`src/hdl/maepf_pkg.sv`:
```
// Package for the median burst pressure filter with adaptive smoothing.
// Holds field widths, register indexes, reset defaults, error sign codes
// and the sequencer state type. No dependencies.
package maepf_pkg;

  localparam int unsigned SAMPLE_W  = 23;
  localparam int unsigned OFFSET_W  = 22;
  localparam int unsigned PRESS_W   = 24;
  localparam int unsigned ALPHA_W   = 17;
  localparam int unsigned CNT_REG_W = 5;
  localparam int unsigned CFG_W     = 24;
  localparam int unsigned CFG_IDX_W = 3;
  localparam int unsigned MUL_W     = 24;
  localparam int unsigned PROD_W    = 2 * MUL_W;
  localparam int unsigned FRAC_W    = 16;

  // configuration register indexes
  typedef enum logic [CFG_IDX_W-1:0] {
    CFG_SAMPLE_COUNT    = 3'd0,
    CFG_OFFSET_VOLTAGE  = 3'd1,
    CFG_PRESSURE_GAIN   = 3'd2,
    CFG_FILTER_ENABLE   = 3'd3,
    CFG_ALPHA_MIN       = 3'd4,
    CFG_ALPHA_MAX       = 3'd5,
    CFG_DELTA_REF       = 3'd6,
    CFG_JITTER_DEADBAND = 3'd7
  } cfg_idx_e;

  // reset defaults, also the fallbacks for invalid settings
  localparam logic [CNT_REG_W-1:0] DEF_SAMPLE_COUNT = 5'd5;
  localparam logic [OFFSET_W-1:0]  DEF_OFFSET       = 22'd32768;
  localparam logic [PRESS_W-1:0]   DEF_GAIN         = 24'd1638400;
  localparam logic [ALPHA_W-1:0]   DEF_ALPHA_MIN    = 17'd3277;
  localparam logic [ALPHA_W-1:0]   DEF_ALPHA_MAX    = 17'd39322;
  localparam logic [PRESS_W-1:0]   DEF_DELTA_REF    = 24'd65536;
  localparam logic [PRESS_W-1:0]   DEF_DEADBAND     = 24'd6554;

  localparam logic [ALPHA_W-1:0]   ONE_Q16          = 17'd65536;
  localparam logic [ALPHA_W-1:0]   HUNDREDTH_Q16    = 17'd655;
  localparam logic [PRESS_W-1:0]   PRESS_MAX        = 24'hFFFFFF;

  // sign of the last filter error
  typedef enum logic [1:0] {
    SGN_NONE = 2'd0,
    SGN_POS  = 2'd1,
    SGN_NEG  = 2'd2
  } err_sign_e;

  // sequencer states, one-hot
  typedef enum logic [13:0] {
    ST_IDLE  = 14'b00000000000001,
    ST_LOAD  = 14'b00000000000010,
    ST_CMP   = 14'b00000000000100,
    ST_PMUL  = 14'b00000000001000,
    ST_PSAT  = 14'b00000000010000,
    ST_ERR   = 14'b00000000100000,
    ST_FDIV  = 14'b00000001000000,
    ST_FLOOR = 14'b00000010000000,
    ST_RDIV  = 14'b00000100000000,
    ST_SQ    = 14'b00001000000000,
    ST_AMUL  = 14'b00010000000000,
    ST_SMUL  = 14'b00100000000000,
    ST_UPD   = 14'b01000000000000,
    ST_DONE  = 14'b10000000000000
  } state_e;

endpackage

```
`src/hdl/median_adaptive_ema_pressure_filter.sv`:
```
// Median burst pressure filter with adaptive exponential smoothing.
// Depends on maepf_pkg (widths, register indexes, defaults, states).
//
//  channel  handshake                 payload
//  -------  ------------------------  ------------------------------------------
//  in       in_valid_i / in_stall_o   sample_voltage_i, valve_open_i, source_select_i
//  out      out_valid_o / out_stall_i median_voltage_o, pressure_o
//  cfg      cfg_we_i                  cfg_idx_i, cfg_wdata_i
//
// A sample that does not end a burst is stored while idle. At burst end the
// median is found by a rank search on one shared comparator, then pressure
// and smoothing are computed on one shared 24x24 multiplier and one
// bit-serial divider.
// Reset clears all control and filter state and loads the register defaults.
// in_stall_o is high while a burst end is processed; a pending result waits
// in the output register while new samples are taken.
module median_adaptive_ema_pressure_filter #(
  parameter int unsigned MAX_SAMPLES = 15,
  parameter int unsigned MIN_SAMPLES = 3,
  parameter int unsigned TREND_LIMIT = 40
) (
  input  logic                                  clk_i,
  input  logic                                  rst_ni,
  input  logic                                  in_valid_i,
  output logic                                  in_stall_o,
  input  logic signed [maepf_pkg::SAMPLE_W-1:0] sample_voltage_i,
  input  logic                                  valve_open_i,
  input  logic                                  source_select_i,
  output logic                                  out_valid_o,
  input  logic                                  out_stall_i,
  output logic signed [maepf_pkg::SAMPLE_W-1:0] median_voltage_o,
  output logic        [maepf_pkg::PRESS_W-1:0]  pressure_o,
  input  logic                                  cfg_we_i,
  input  logic        [maepf_pkg::CFG_IDX_W-1:0] cfg_idx_i,
  input  logic        [maepf_pkg::CFG_W-1:0]    cfg_wdata_i
);

  localparam int unsigned IDX_W     = $clog2(MAX_SAMPLES);
  localparam int unsigned CNT_W     = $clog2(MAX_SAMPLES + 1);
  localparam int unsigned TREND_W   = $clog2(TREND_LIMIT + 1);
  localparam int unsigned TREND_DIV = 10 * TREND_LIMIT;
  localparam int unsigned SW        = maepf_pkg::SAMPLE_W;
  localparam int unsigned PW        = maepf_pkg::PRESS_W;
  localparam int unsigned AW        = maepf_pkg::ALPHA_W;
  localparam int unsigned MW        = maepf_pkg::MUL_W;
  localparam int unsigned FW        = maepf_pkg::FRAC_W;
  localparam logic [4:0] MIN5 = 5'(MIN_SAMPLES);
  localparam logic [4:0] MAX5 = 5'(MAX_SAMPLES);
  localparam logic [TREND_W-1:0] TREND_MAX = TREND_W'(TREND_LIMIT);
  // trend * 65536 / TREND_DIV as a reciprocal multiply, exact for every trend
  localparam int unsigned TREND_SH = $clog2(10 * TREND_LIMIT * TREND_LIMIT + 1);
  localparam longint unsigned TREND_RCP =
      ((64'd1 << (FW + TREND_SH)) + 64'(TREND_DIV) - 64'd1) / 64'(TREND_DIV);
  localparam logic [MW-1:0] TREND_RCP_W = MW'(TREND_RCP);

  // configuration registers
  logic [4:0]    sample_count_q;
  logic [21:0]   offset_q;
  logic [PW-1:0] gain_q;
  logic          enable_q;
  logic [AW-1:0] amin_q, amax_q;
  logic [PW-1:0] dref_q, dead_q;

  // control state
  maepf_pkg::state_e    state_q, state_d;
  logic [IDX_W-1:0]     sidx_q, sidx_d;
  logic                 out_valid_q, out_valid_d;
  logic                 primed_q, primed_d;
  maepf_pkg::err_sign_e sign_q, sign_d;
  logic [TREND_W-1:0]   trend_q, trend_d;
  logic                 src_q, src_d;
  logic                 known_q, known_d;
  logic [PW-1:0]        filt_q, filt_d;

  // payload and working registers
  logic signed [SW-1:0] store_q [MAX_SAMPLES];
  logic signed [SW-1:0] cand_q, cand_d, med_q, med_d, out_med_q;
  logic [IDX_W-1:0]     i_q, i_d, j_q, j_d;
  logic [CNT_W-1:0]     rank_q, rank_d, n_q, n_d;
  logic                 valve_q, valve_d, neg_q, neg_d;
  logic [PW-1:0]        p_q, p_d, mag_q, mag_d, res_q, res_d, out_press_q;
  logic [AW-1:0]        floor_q, floor_d, ratio_q, ratio_d;
  logic [PW-1:0]        rem_q, rem_d, den_q, den_d;
  logic [FW-1:0]        quo_q, quo_d;
  logic [3:0]           dcnt_q, dcnt_d;
  logic [2*MW-1:0]      prod_q;
  logic [MW-1:0]        mul_a, mul_b;

  logic                 in_acc, out_load, store_we;
  logic [IDX_W-1:0]     slot, rd_idx;
  logic signed [SW-1:0] rd_val;

  // effective settings after validity checks
  logic [AW-1:0] amin_e, amax_e;
  logic [PW-1:0] dref_e, dead_e;
  always_comb begin
    amin_e = amin_q;
    amax_e = amax_q;
    if (amin_q == '0 || amin_q >= maepf_pkg::ONE_Q16) begin
      amin_e = maepf_pkg::DEF_ALPHA_MIN;
    end
    if (amax_q == '0 || amax_q > maepf_pkg::ONE_Q16) begin
      amax_e = maepf_pkg::DEF_ALPHA_MAX;
    end
    if (amin_e >= amax_e) begin
      amin_e = maepf_pkg::DEF_ALPHA_MIN;
      amax_e = maepf_pkg::DEF_ALPHA_MAX;
    end
    dref_e = (dref_q <= PW'(maepf_pkg::HUNDREDTH_Q16)) ? maepf_pkg::DEF_DELTA_REF : dref_q;
    dead_e = (dead_q >= dref_e) ? maepf_pkg::DEF_DEADBAND : dead_q;
  end

  // burst length: clamped, then made odd within the maximum
  logic [4:0]       blen5;
  logic [CNT_W-1:0] blen, blen_m1;
  always_comb begin
    blen5 = sample_count_q;
    if (blen5 < MIN5) blen5 = MIN5;
    if (blen5 > MAX5) blen5 = MAX5;
    if (!blen5[0] && blen5 != MAX5) blen5 = blen5 + 5'd1;
    blen    = CNT_W'(blen5);
    blen_m1 = blen - CNT_W'(1);
    slot    = (CNT_W'(sidx_q) < blen_m1) ? sidx_q : IDX_W'(blen_m1);
  end

  assign in_stall_o = (state_q != maepf_pkg::ST_IDLE);
  assign in_acc     = in_valid_i && !in_stall_o;
  assign store_we   = in_acc;

  // single read port of the sample store
  assign rd_idx = (state_q == maepf_pkg::ST_LOAD) ? i_q : j_q;
  assign rd_val = store_q[rd_idx];

  // rank compare for the median search
  logic             less;
  logic [CNT_W-1:0] rank_nx;
  assign less    = (rd_val < cand_q) || (rd_val == cand_q && j_q < i_q);
  assign rank_nx = rank_q + CNT_W'(less);

  // pressure from the product of (median - offset) and gain
  logic signed [SW:0] vdiff;
  logic [PW-1:0]      p_w;
  assign vdiff = SW'(0) + (SW+1)'(med_q) - $signed({2'b00, offset_q});
  assign p_w   = (|prod_q[2*MW-1:PW+FW]) ? maepf_pkg::PRESS_MAX : prod_q[PW+FW-1:FW];

  // filter error
  logic signed [PW:0] err;
  logic [PW-1:0]      err_mag;
  assign err     = $signed({1'b0, p_q}) - $signed({1'b0, filt_q});
  assign err_mag = err[PW] ? PW'(-err) : err[PW-1:0];

  // adaptation ratio operands
  logic signed [PW+1:0] num, den;
  logic [PW-1:0]        num_abs, den_abs;
  assign num     = $signed({2'b00, mag_q}) - $signed({2'b00, dead_e});
  assign den     = $signed({2'b00, dref_e}) - $signed({2'b00, dead_e});
  assign num_abs = num[PW+1] ? PW'(-num) : num[PW-1:0];
  assign den_abs = den[PW+1] ? PW'(-den) : den[PW-1:0];

  // alpha floor from trend quotient
  logic [FW-1:0]        trend_quo;
  logic [AW:0]        floor_sum;
  logic signed [AW+1:0] floor_cap;
  assign trend_quo = prod_q[TREND_SH +: FW];
  assign floor_sum = {1'b0, amin_e} + (AW+1)'(trend_quo);
  assign floor_cap = $signed({2'b00, amax_e}) - $signed({2'b00, maepf_pkg::HUNDREDTH_Q16});

  // divider step: one quotient bit of rem / den per cycle
  logic [PW:0]   div_sh;
  logic          div_ge;
  logic [PW-1:0] div_rem;
  logic [FW-1:0] div_quo;
  assign div_sh  = {rem_q, 1'b0};
  assign div_ge  = div_sh >= {1'b0, den_q};
  assign div_rem = div_ge ? PW'(div_sh - {1'b0, den_q}) : div_sh[PW-1:0];
  assign div_quo = {quo_q[FW-2:0], div_ge};

  // filter update
  logic [AW-1:0]        alpha;
  logic [PW-1:0]        step;
  logic signed [PW+1:0] fnew;
  assign alpha = AW'({1'b0, floor_q} + (AW+1)'(prod_q[AW+FW-1:FW]));
  assign step  = prod_q[PW+FW-1:FW];
  assign fnew  = neg_q ? ($signed({2'b00, filt_q}) - $signed({2'b00, step}))
                       : ($signed({2'b00, filt_q}) + $signed({2'b00, step}));

  // sequencer
  always_comb begin
    state_d   = state_q;
    sidx_d    = sidx_q;
    primed_d  = primed_q;
    sign_d    = sign_q;
    trend_d   = trend_q;
    src_d     = src_q;
    known_d   = known_q;
    filt_d    = filt_q;
    cand_d    = cand_q;
    med_d     = med_q;
    i_d       = i_q;
    j_d       = j_q;
    rank_d    = rank_q;
    n_d       = n_q;
    valve_d   = valve_q;
    neg_d     = neg_q;
    p_d       = p_q;
    mag_d     = mag_q;
    res_d     = res_q;
    floor_d   = floor_q;
    ratio_d   = ratio_q;
    rem_d     = rem_q;
    den_d     = den_q;
    quo_d     = quo_q;
    dcnt_d    = dcnt_q;
    mul_a     = '0;
    mul_b     = '0;
    out_load  = 1'b0;
    unique case (state_q)
      maepf_pkg::ST_IDLE: begin
        if (in_acc) begin
          if (CNT_W'(slot) == blen_m1) begin
            sidx_d  = '0;
            n_d     = blen;
            valve_d = valve_open_i;
            i_d     = '0;
            if (!known_q || src_q != source_select_i) begin
              primed_d = 1'b0;
              filt_d   = '0;
              sign_d   = maepf_pkg::SGN_NONE;
              trend_d  = '0;
              src_d    = source_select_i;
              known_d  = 1'b1;
            end
            state_d = maepf_pkg::ST_LOAD;
          end else begin
            sidx_d = slot + IDX_W'(1);
          end
        end
      end
      maepf_pkg::ST_LOAD: begin
        cand_d  = rd_val;
        j_d     = '0;
        rank_d  = '0;
        state_d = maepf_pkg::ST_CMP;
      end
      maepf_pkg::ST_CMP: begin
        rank_d = rank_nx;
        if (CNT_W'(j_q) == n_q - CNT_W'(1)) begin
          if (rank_nx == (n_q >> 1)) begin
            med_d   = cand_q;
            state_d = maepf_pkg::ST_PMUL;
          end else begin
            i_d     = i_q + IDX_W'(1);
            state_d = maepf_pkg::ST_LOAD;
          end
        end else begin
          j_d = j_q + IDX_W'(1);
        end
      end
      maepf_pkg::ST_PMUL: begin
        mul_a   = (vdiff > 0) ? MW'(vdiff[SW-2:0]) : '0;
        mul_b   = gain_q;
        state_d = maepf_pkg::ST_PSAT;
      end
      maepf_pkg::ST_PSAT: begin
        p_d   = p_w;
        res_d = p_w;
        priority if (!enable_q) begin
          primed_d = 1'b0;
          filt_d   = '0;
          sign_d   = maepf_pkg::SGN_NONE;
          trend_d  = '0;
          state_d  = maepf_pkg::ST_DONE;
        end else if (valve_q || !primed_q) begin
          // open valve drops priming; an unprimed filter takes the pressure
          primed_d = !valve_q;
          if (!valve_q) filt_d = p_w;
          sign_d   = maepf_pkg::SGN_NONE;
          trend_d  = '0;
          state_d  = maepf_pkg::ST_DONE;
        end else begin
          state_d = maepf_pkg::ST_ERR;
        end
      end
      maepf_pkg::ST_ERR: begin
        mag_d = err_mag;
        neg_d = err[PW];
        if (err_mag > dead_e && err != 0 &&
            ((err[PW] && sign_q == maepf_pkg::SGN_NEG) ||
             (!err[PW] && sign_q == maepf_pkg::SGN_POS))) begin
          if (trend_q < TREND_MAX) trend_d = trend_q + TREND_W'(1);
        end else if (err_mag > dead_e) begin
          trend_d = TREND_W'(1);
        end else if (trend_q != '0) begin
          trend_d = trend_q - TREND_W'(1);
        end
        sign_d = (err == 0) ? maepf_pkg::SGN_NONE
               : (err[PW] ? maepf_pkg::SGN_NEG : maepf_pkg::SGN_POS);
        state_d = maepf_pkg::ST_FDIV;
      end
      // trend share of the floor by reciprocal multiply
      maepf_pkg::ST_FDIV: begin
        mul_a   = MW'(trend_q);
        mul_b   = TREND_RCP_W;
        state_d = maepf_pkg::ST_FLOOR;
      end
      maepf_pkg::ST_RDIV: begin
        rem_d  = div_rem;
        quo_d  = div_quo;
        dcnt_d = dcnt_q + 4'd1;
        if (dcnt_q == 4'd15) begin
          ratio_d = AW'(div_quo);
          state_d = maepf_pkg::ST_SQ;
        end
      end
      maepf_pkg::ST_FLOOR: begin
        if (floor_sum >= {1'b0, amax_e}) begin
          floor_d = floor_cap[AW+1] ? '0 : floor_cap[AW-1:0];
        end else begin
          floor_d = floor_sum[AW-1:0];
        end
        state_d = maepf_pkg::ST_SQ;
        if (den == 0) begin
          ratio_d = (num > 0) ? maepf_pkg::ONE_Q16 : '0;
        end else if ((num > 0 && den > 0) || (num < 0 && den < 0)) begin
          if (num_abs >= den_abs) begin
            ratio_d = maepf_pkg::ONE_Q16;
          end else begin
            rem_d   = num_abs;
            den_d   = den_abs;
            quo_d   = '0;
            dcnt_d  = '0;
            state_d = maepf_pkg::ST_RDIV;
          end
        end else begin
          ratio_d = '0;
        end
      end
      maepf_pkg::ST_SQ: begin
        mul_a   = MW'(ratio_q);
        mul_b   = MW'(ratio_q);
        state_d = maepf_pkg::ST_AMUL;
      end
      maepf_pkg::ST_AMUL: begin
        mul_a   = MW'(amax_e - floor_q);
        mul_b   = MW'(prod_q[AW+FW-1:FW]);
        state_d = maepf_pkg::ST_SMUL;
      end
      maepf_pkg::ST_SMUL: begin
        mul_a   = MW'(alpha);
        mul_b   = mag_q;
        state_d = maepf_pkg::ST_UPD;
      end
      maepf_pkg::ST_UPD: begin
        priority if (fnew < 0) begin
          filt_d = '0;
        end else if (fnew > $signed({2'b00, maepf_pkg::PRESS_MAX})) begin
          filt_d = maepf_pkg::PRESS_MAX;
        end else begin
          filt_d = fnew[PW-1:0];
        end
        res_d   = filt_d;
        state_d = maepf_pkg::ST_DONE;
      end
      maepf_pkg::ST_DONE: begin
        if (!out_valid_q || !out_stall_i) begin
          out_load = 1'b1;
          state_d  = maepf_pkg::ST_IDLE;
        end
      end
      default: state_d = maepf_pkg::ST_IDLE;
    endcase
  end

  // output word handshake
  always_comb begin
    out_valid_d = out_valid_q;
    if (out_valid_q && !out_stall_i) out_valid_d = 1'b0;
    if (out_load) out_valid_d = 1'b1;
  end

  // control registers
  always_ff @(posedge clk_i or negedge rst_ni) begin
    if (!rst_ni) begin
      state_q     <= maepf_pkg::ST_IDLE;
      sidx_q      <= '0;
      out_valid_q <= 1'b0;
      primed_q    <= 1'b0;
      sign_q      <= maepf_pkg::SGN_NONE;
      trend_q     <= '0;
      src_q       <= 1'b0;
      known_q     <= 1'b0;
      filt_q      <= '0;
    end else begin
      state_q     <= state_d;
      sidx_q      <= sidx_d;
      out_valid_q <= out_valid_d;
      primed_q    <= primed_d;
      sign_q      <= sign_d;
      trend_q     <= trend_d;
      src_q       <= src_d;
      known_q     <= known_d;
      filt_q      <= filt_d;
    end
  end

  // configuration registers
  always_ff @(posedge clk_i or negedge rst_ni) begin
    if (!rst_ni) begin
      sample_count_q <= maepf_pkg::DEF_SAMPLE_COUNT;
      offset_q       <= maepf_pkg::DEF_OFFSET;
      gain_q         <= maepf_pkg::DEF_GAIN;
      enable_q       <= 1'b1;
      amin_q         <= maepf_pkg::DEF_ALPHA_MIN;
      amax_q         <= maepf_pkg::DEF_ALPHA_MAX;
      dref_q         <= maepf_pkg::DEF_DELTA_REF;
      dead_q         <= maepf_pkg::DEF_DEADBAND;
    end else if (cfg_we_i) begin
      unique case (maepf_pkg::cfg_idx_e'(cfg_idx_i))
        maepf_pkg::CFG_SAMPLE_COUNT:    sample_count_q <= cfg_wdata_i[4:0];
        maepf_pkg::CFG_OFFSET_VOLTAGE:  offset_q       <= cfg_wdata_i[21:0];
        maepf_pkg::CFG_PRESSURE_GAIN:   gain_q         <= cfg_wdata_i;
        maepf_pkg::CFG_FILTER_ENABLE:   enable_q       <= cfg_wdata_i[0];
        maepf_pkg::CFG_ALPHA_MIN:       amin_q         <= cfg_wdata_i[AW-1:0];
        maepf_pkg::CFG_ALPHA_MAX:       amax_q         <= cfg_wdata_i[AW-1:0];
        maepf_pkg::CFG_DELTA_REF:       dref_q         <= cfg_wdata_i;
        maepf_pkg::CFG_JITTER_DEADBAND: dead_q         <= cfg_wdata_i;
        default: ;
      endcase
    end
  end

  // sample store
  always_ff @(posedge clk_i) begin
    if (store_we) store_q[slot] <= sample_voltage_i;
  end

  // working and payload registers, shared multiplier
  always_ff @(posedge clk_i) begin
    cand_q  <= cand_d;
    med_q   <= med_d;
    i_q     <= i_d;
    j_q     <= j_d;
    rank_q  <= rank_d;
    n_q     <= n_d;
    valve_q <= valve_d;
    neg_q   <= neg_d;
    p_q     <= p_d;
    mag_q   <= mag_d;
    res_q   <= res_d;
    floor_q <= floor_d;
    ratio_q <= ratio_d;
    rem_q   <= rem_d;
    den_q   <= den_d;
    quo_q   <= quo_d;
    dcnt_q  <= dcnt_d;
    prod_q  <= mul_a * mul_b;
    if (out_load) begin
      out_med_q   <= med_q;
      out_press_q <= res_d;
    end
  end

  assign out_valid_o      = out_valid_q;
  assign median_voltage_o = out_med_q;
  assign pressure_o       = out_press_q;

endmodule
```
`config.mk`:
```
export PLATFORM = sky130hd
export DESIGN_NAME = median_adaptive_ema_pressure_filter
export DESIGN_NICKNAME = d
export VERILOG_FILES = /design/src/hdl/maepf_pkg.sv /design/src/hdl/median_adaptive_ema_pressure_filter.sv
export SDC_FILE = /design/constraint.sdc
export NUM_CORES = 2
export LEC_CHECK = 0
export BUFFER_PORTS_ARGS = -buffer_cell sky130_fd_sc_hd__buf_2
export CAP_MARGIN = 20
export CORE_ASPECT_RATIO = 2
export CORE_MARGIN = 1
export CORE_UTILIZATION = 44
export CTS_CLUSTER_DIAMETER = 60
export DETAILED_ROUTE_END_ITERATION = 10
export GPL_TIMING_DRIVEN = 0
export PLACE_DENSITY_LB_ADDON = 0.2
export SLEW_MARGIN = 20
export SYNTH_ARGS = -nofsm -noshare
export SYNTH_HDL_FRONTEND = slang
export SYNTH_SLANG_ARGS = --single-unit
```
`constraint.sdc`:
```
create_clock -name clk_i -period 35.4 [get_ports clk_i]
set_clock_uncertainty 0.1 [all_clocks]
set_input_delay 3.54 -clock clk_i [delete_from_list [all_inputs] [get_ports clk_i]]
set_output_delay 3.54 -clock clk_i [all_outputs]
set_load 0.03 [all_outputs]
```
==> impl_metrics.toml <==
[global_routing]
grt_pass1_vias = 54937
grt_max_degree = 83
antenna_found_initial = 28
overflow = 0
grt_usage_pct = 31.40
grt_pass1_wl_mm = 351.4

[synth]
ys.flop_type = "edfxtp_1"
synth_top_area_share_pct = 26.79
synth_edf_count = 604
syn_area_sq_um = 67700
synthDistinctLibCells = 110
synth_top_area_cell = "edfxtp_1"
netlist_instances = 6548
ys_top_cells_by_count = "887 x inv_1, 685 x nand2_1, 604 x edfxtp_1"
synthArstFlopShare_pct = 22.12
ys_seq_area_share_pct = 35.51
ys_seq_elements = 850
post_synth_main_area_contributors = "edfxtp_1 27%, fa_1 14%, ha_1 9.9%"
syn_area_per_cell_sq_um = 10.34
yosysWarnings = 0
synthMostInstantiatedCell = "inv_1"

[pwr]
switching_share_pct = 39.44
p_clk_share_pct = 23.6
p_int_mw = 2.345
leakage_nw = 31.87
power.density_nw_per_um2 = 52.13
p_sw_mw = 1.527
ir_worst_vdd_mv = 0.05510
power_frac_seq_pct = 32.5
p_comb_share_pct = 43.9

[drt]
met1_length_mm = 72.16
firstDrtPassIters = 8
wl_met3_mm = 11.51
ant_nets = 0
drc = 0
wl_per_cell_microns = 27.22
num_vias = 51144
routed_wl_mm = 242.3
drt_iter0_drc = 3093
top_layer_used = "met5"
viasPerCell = 5.745
met2WireLength_mm = 127.9

[floorplan]
core-area_sq_um = 152900
pin_count = 106
die_height_microns = 556.8
start_util_pct = 44.28
rows = 203
die_x_microns = 279.4
die-area_sq_um = 155500

[clock_tree]
post_cts_buffers = 0
ctsResizeCount = 0
clock-sinks = 850
cts_tree = "done"
cts_root_buffer = "clkbuf_16"
clk_latency_ns = 0.69
cts_buffer_depth = 3
cts.clk_slew.worst_paths_ns = 0.07
htreeDepth = 3
cts_hold_buf = 0
cts_buffers = 79

[sta]
timing.hold.ws_ns = 0.3323
period_minus_slack_ns = 16.36
tightestPinTransition_ns = 1.167
relSlewSlack_pct = 21.65
hold_violations = 0
rsz0062_at_grt = "false"
fmax_mhz = 61.13
tns_ns = 0
period_share_pct = 46.21
setup_viol = 0
maxSlewViolCount = 0

[critical_path]
cp-end-kind = "flop"
path_class = "flop to flop"
crit_path_top_delay_cell = "clkbuf_1"
crit_family = "adder cells"
cp-start-kind = "flop"
cp.required_ns = 35.77
arrival_ns = 16.73
crit_top_cell = "fa_1"
max_stage_delay_ns = 0.88
cp_max_fo = 10
cp_num_buf_inv = 10

[final_layout]
multi_input_area_sq_um = 39480
regArea_sq_um = 24040
nFillCells = 14402
area.growth.synth_to_final_pct = 9.691
fin_nets = 7862
fin_util_pct = 48.57
drive_gt1_share_pct = 9.110

[flow_run]
cap_violations = 0

[worst_hold_path]
hold_class = "flop to flop"

[place]
hpwlAfterDp_mm = 199.8
portBuffers = 102
gp_congestion = 1.004

[status]
outcome = "complete, no violations"
## logic make-up (layout without fill, tap and decap cells)
| kind of cell | Yosys count | in the layout | share of synthesized area (%) |
|---|---|---|---|
| other | 2 | 30 | 0.01109 |
| XOR/XNOR | 308 | 308 | 3.984 |
| multiplexers | 228 | 228 | 4.866 |
| flip-flops | 850 | 850 | 35.51 |
| buffers and inverters | 1147 | 1424 | 6.427 |
| AO/OA/AOI/OAI | 1235 | 1235 | 12.21 |
| AND/OR/NAND/NOR | 1748 | 1748 | 12.53 |
| adder cells (fa/ha/maj) | 1030 | 1030 | 24.46 |
## power groups by stage
stage	combinational [mW]	clock (mW)	sequential [mW]
5_1_grt	1.87	0.954	1.27
3_5_place_dp	1.68	0	1.28
3_3_place_gp	1.63	0	1.28
6_report	1.70	0.912	1.26
4_1_cts	1.69	0.925	1.26
2_1_floorplan	1.19	0	1.26
## sequential cells by signal, indices dropped and copies added, names as in the netlist, 22 cells and up
register	cells
store_q	345
prod_q	34
dead_q	24
den_q	24
dref_q	24
filt_q	24
gain_q	24
mag_q	24
p_q	24
pressure_o	24
rem_q	24
res_q	24
cand_q	23
med_q	23
median_voltage_o	23
offset_q	22
## worst reg2reg max path, delay by kind of cell (launching register included)
kind | cells | cell delay [ns]
XOR/XNOR | 1 | 0.73
buffers and inverters | 10 | 2.10
adder cells (fa/ha/maj) | 12 | 5.59
AO/OA/AOI/OAI | 16 | 4.60
AND/OR/NAND/NOR | 10 | 2.47
multiplexers | 1 | 0.15
flip-flops | 1 | 0.42
## cell type report
class / count / area share (%)
Multi-Input combinational cell: 4565 / 53.16
Sequential cell: 850 / 32.37
Inverter: 890 / 4.500
Tap cell: 2050 / 3.454
Clock buffer: 97 / 2.881
Timing Repair Buffer: 134 / 1.461
Buffer: 257 / 1.365
Clock inverter: 46 / 0.7598
Antenna cell: 14 / 0.04717
## layer usage
layer,track usage [%],vias to the layer above
met3,4.869,971
met1,27.22,25323
met4,32.31,16
met2,58.88,1859
met5,0,-
li1,-,22975
## worst paths after layout
check | start | end | slack (ns) | cells past startpoint
max in group asynchronous | rst_ni | amax_q[15]$_DFFE_PN1P_ | 31.70 | 2
hold reg to reg | cand_q[10]$_DFFE_PP_ | med_q[10]$_DFFE_PP_ | 0.33 | 0
hold / removal | cand_q[10]$_DFFE_PP_ | med_q[10]$_DFFE_PP_ | 0.33 | 0
setup / recovery | amax_q[7]$_DFFE_PN1P_ | prod_q[38]$_DFF_P_ | 19.04 | 50
min in group asynchronous | rst_ni | filt_q[11]$_DFFE_PN0P_ | 2.62 | 1
setup reg to reg | amax_q[7]$_DFFE_PN1P_ | prod_q[38]$_DFF_P_ | 19.04 | 50
## placed cells by master, fill, tap and decap left out, types with 25 or more instances in the layout
cell type and count:
inv_1 886, nand2_1 685, edfxtp_1 604, ha_1 538
fa_1 490, a21oi_1 311, nor2_1 307, clkbuf_1 236
o21ai_0 208, xnor2_1 208, and2_1 202, dfrtp_1 157
a21o_1 125, buf_2 121, mux2_2 119, xor2_1 99
a211oi_1 94, nand3_1 92, clkbuf_16 83, nor3_1 74
nand2b_1 69, nor2b_1 69, mux4_2 69, o21a_1 59
dfxtp_1 58, nand4_1 51, a31oi_1 49, o21bai_1 44
mux2i_1 40, dfstp_2 31, a221o_1 28, o21ai_1 28
or3_1 27, a22oi_1 26, o211ai_1 25, and3_1 25
## metrics by stage
stage / power [mW] / setup slack (ns) / area [sq um] / cells
floorplan: 2.443 / 23.10 / 67760 / 6562
global placement: 2.912 / 19.41 / 70830 / 8714
detailed placement: 2.961 / 19.39 / 71500 / 8745
CTS: 3.875 / 19.32 / 74200 / 8888
global route: 4.090 / 18.69 / 74250 / 8896
finish: 3.872 / 19.04 / 74270 / 8903
Power figures use the tool's default switching activity.
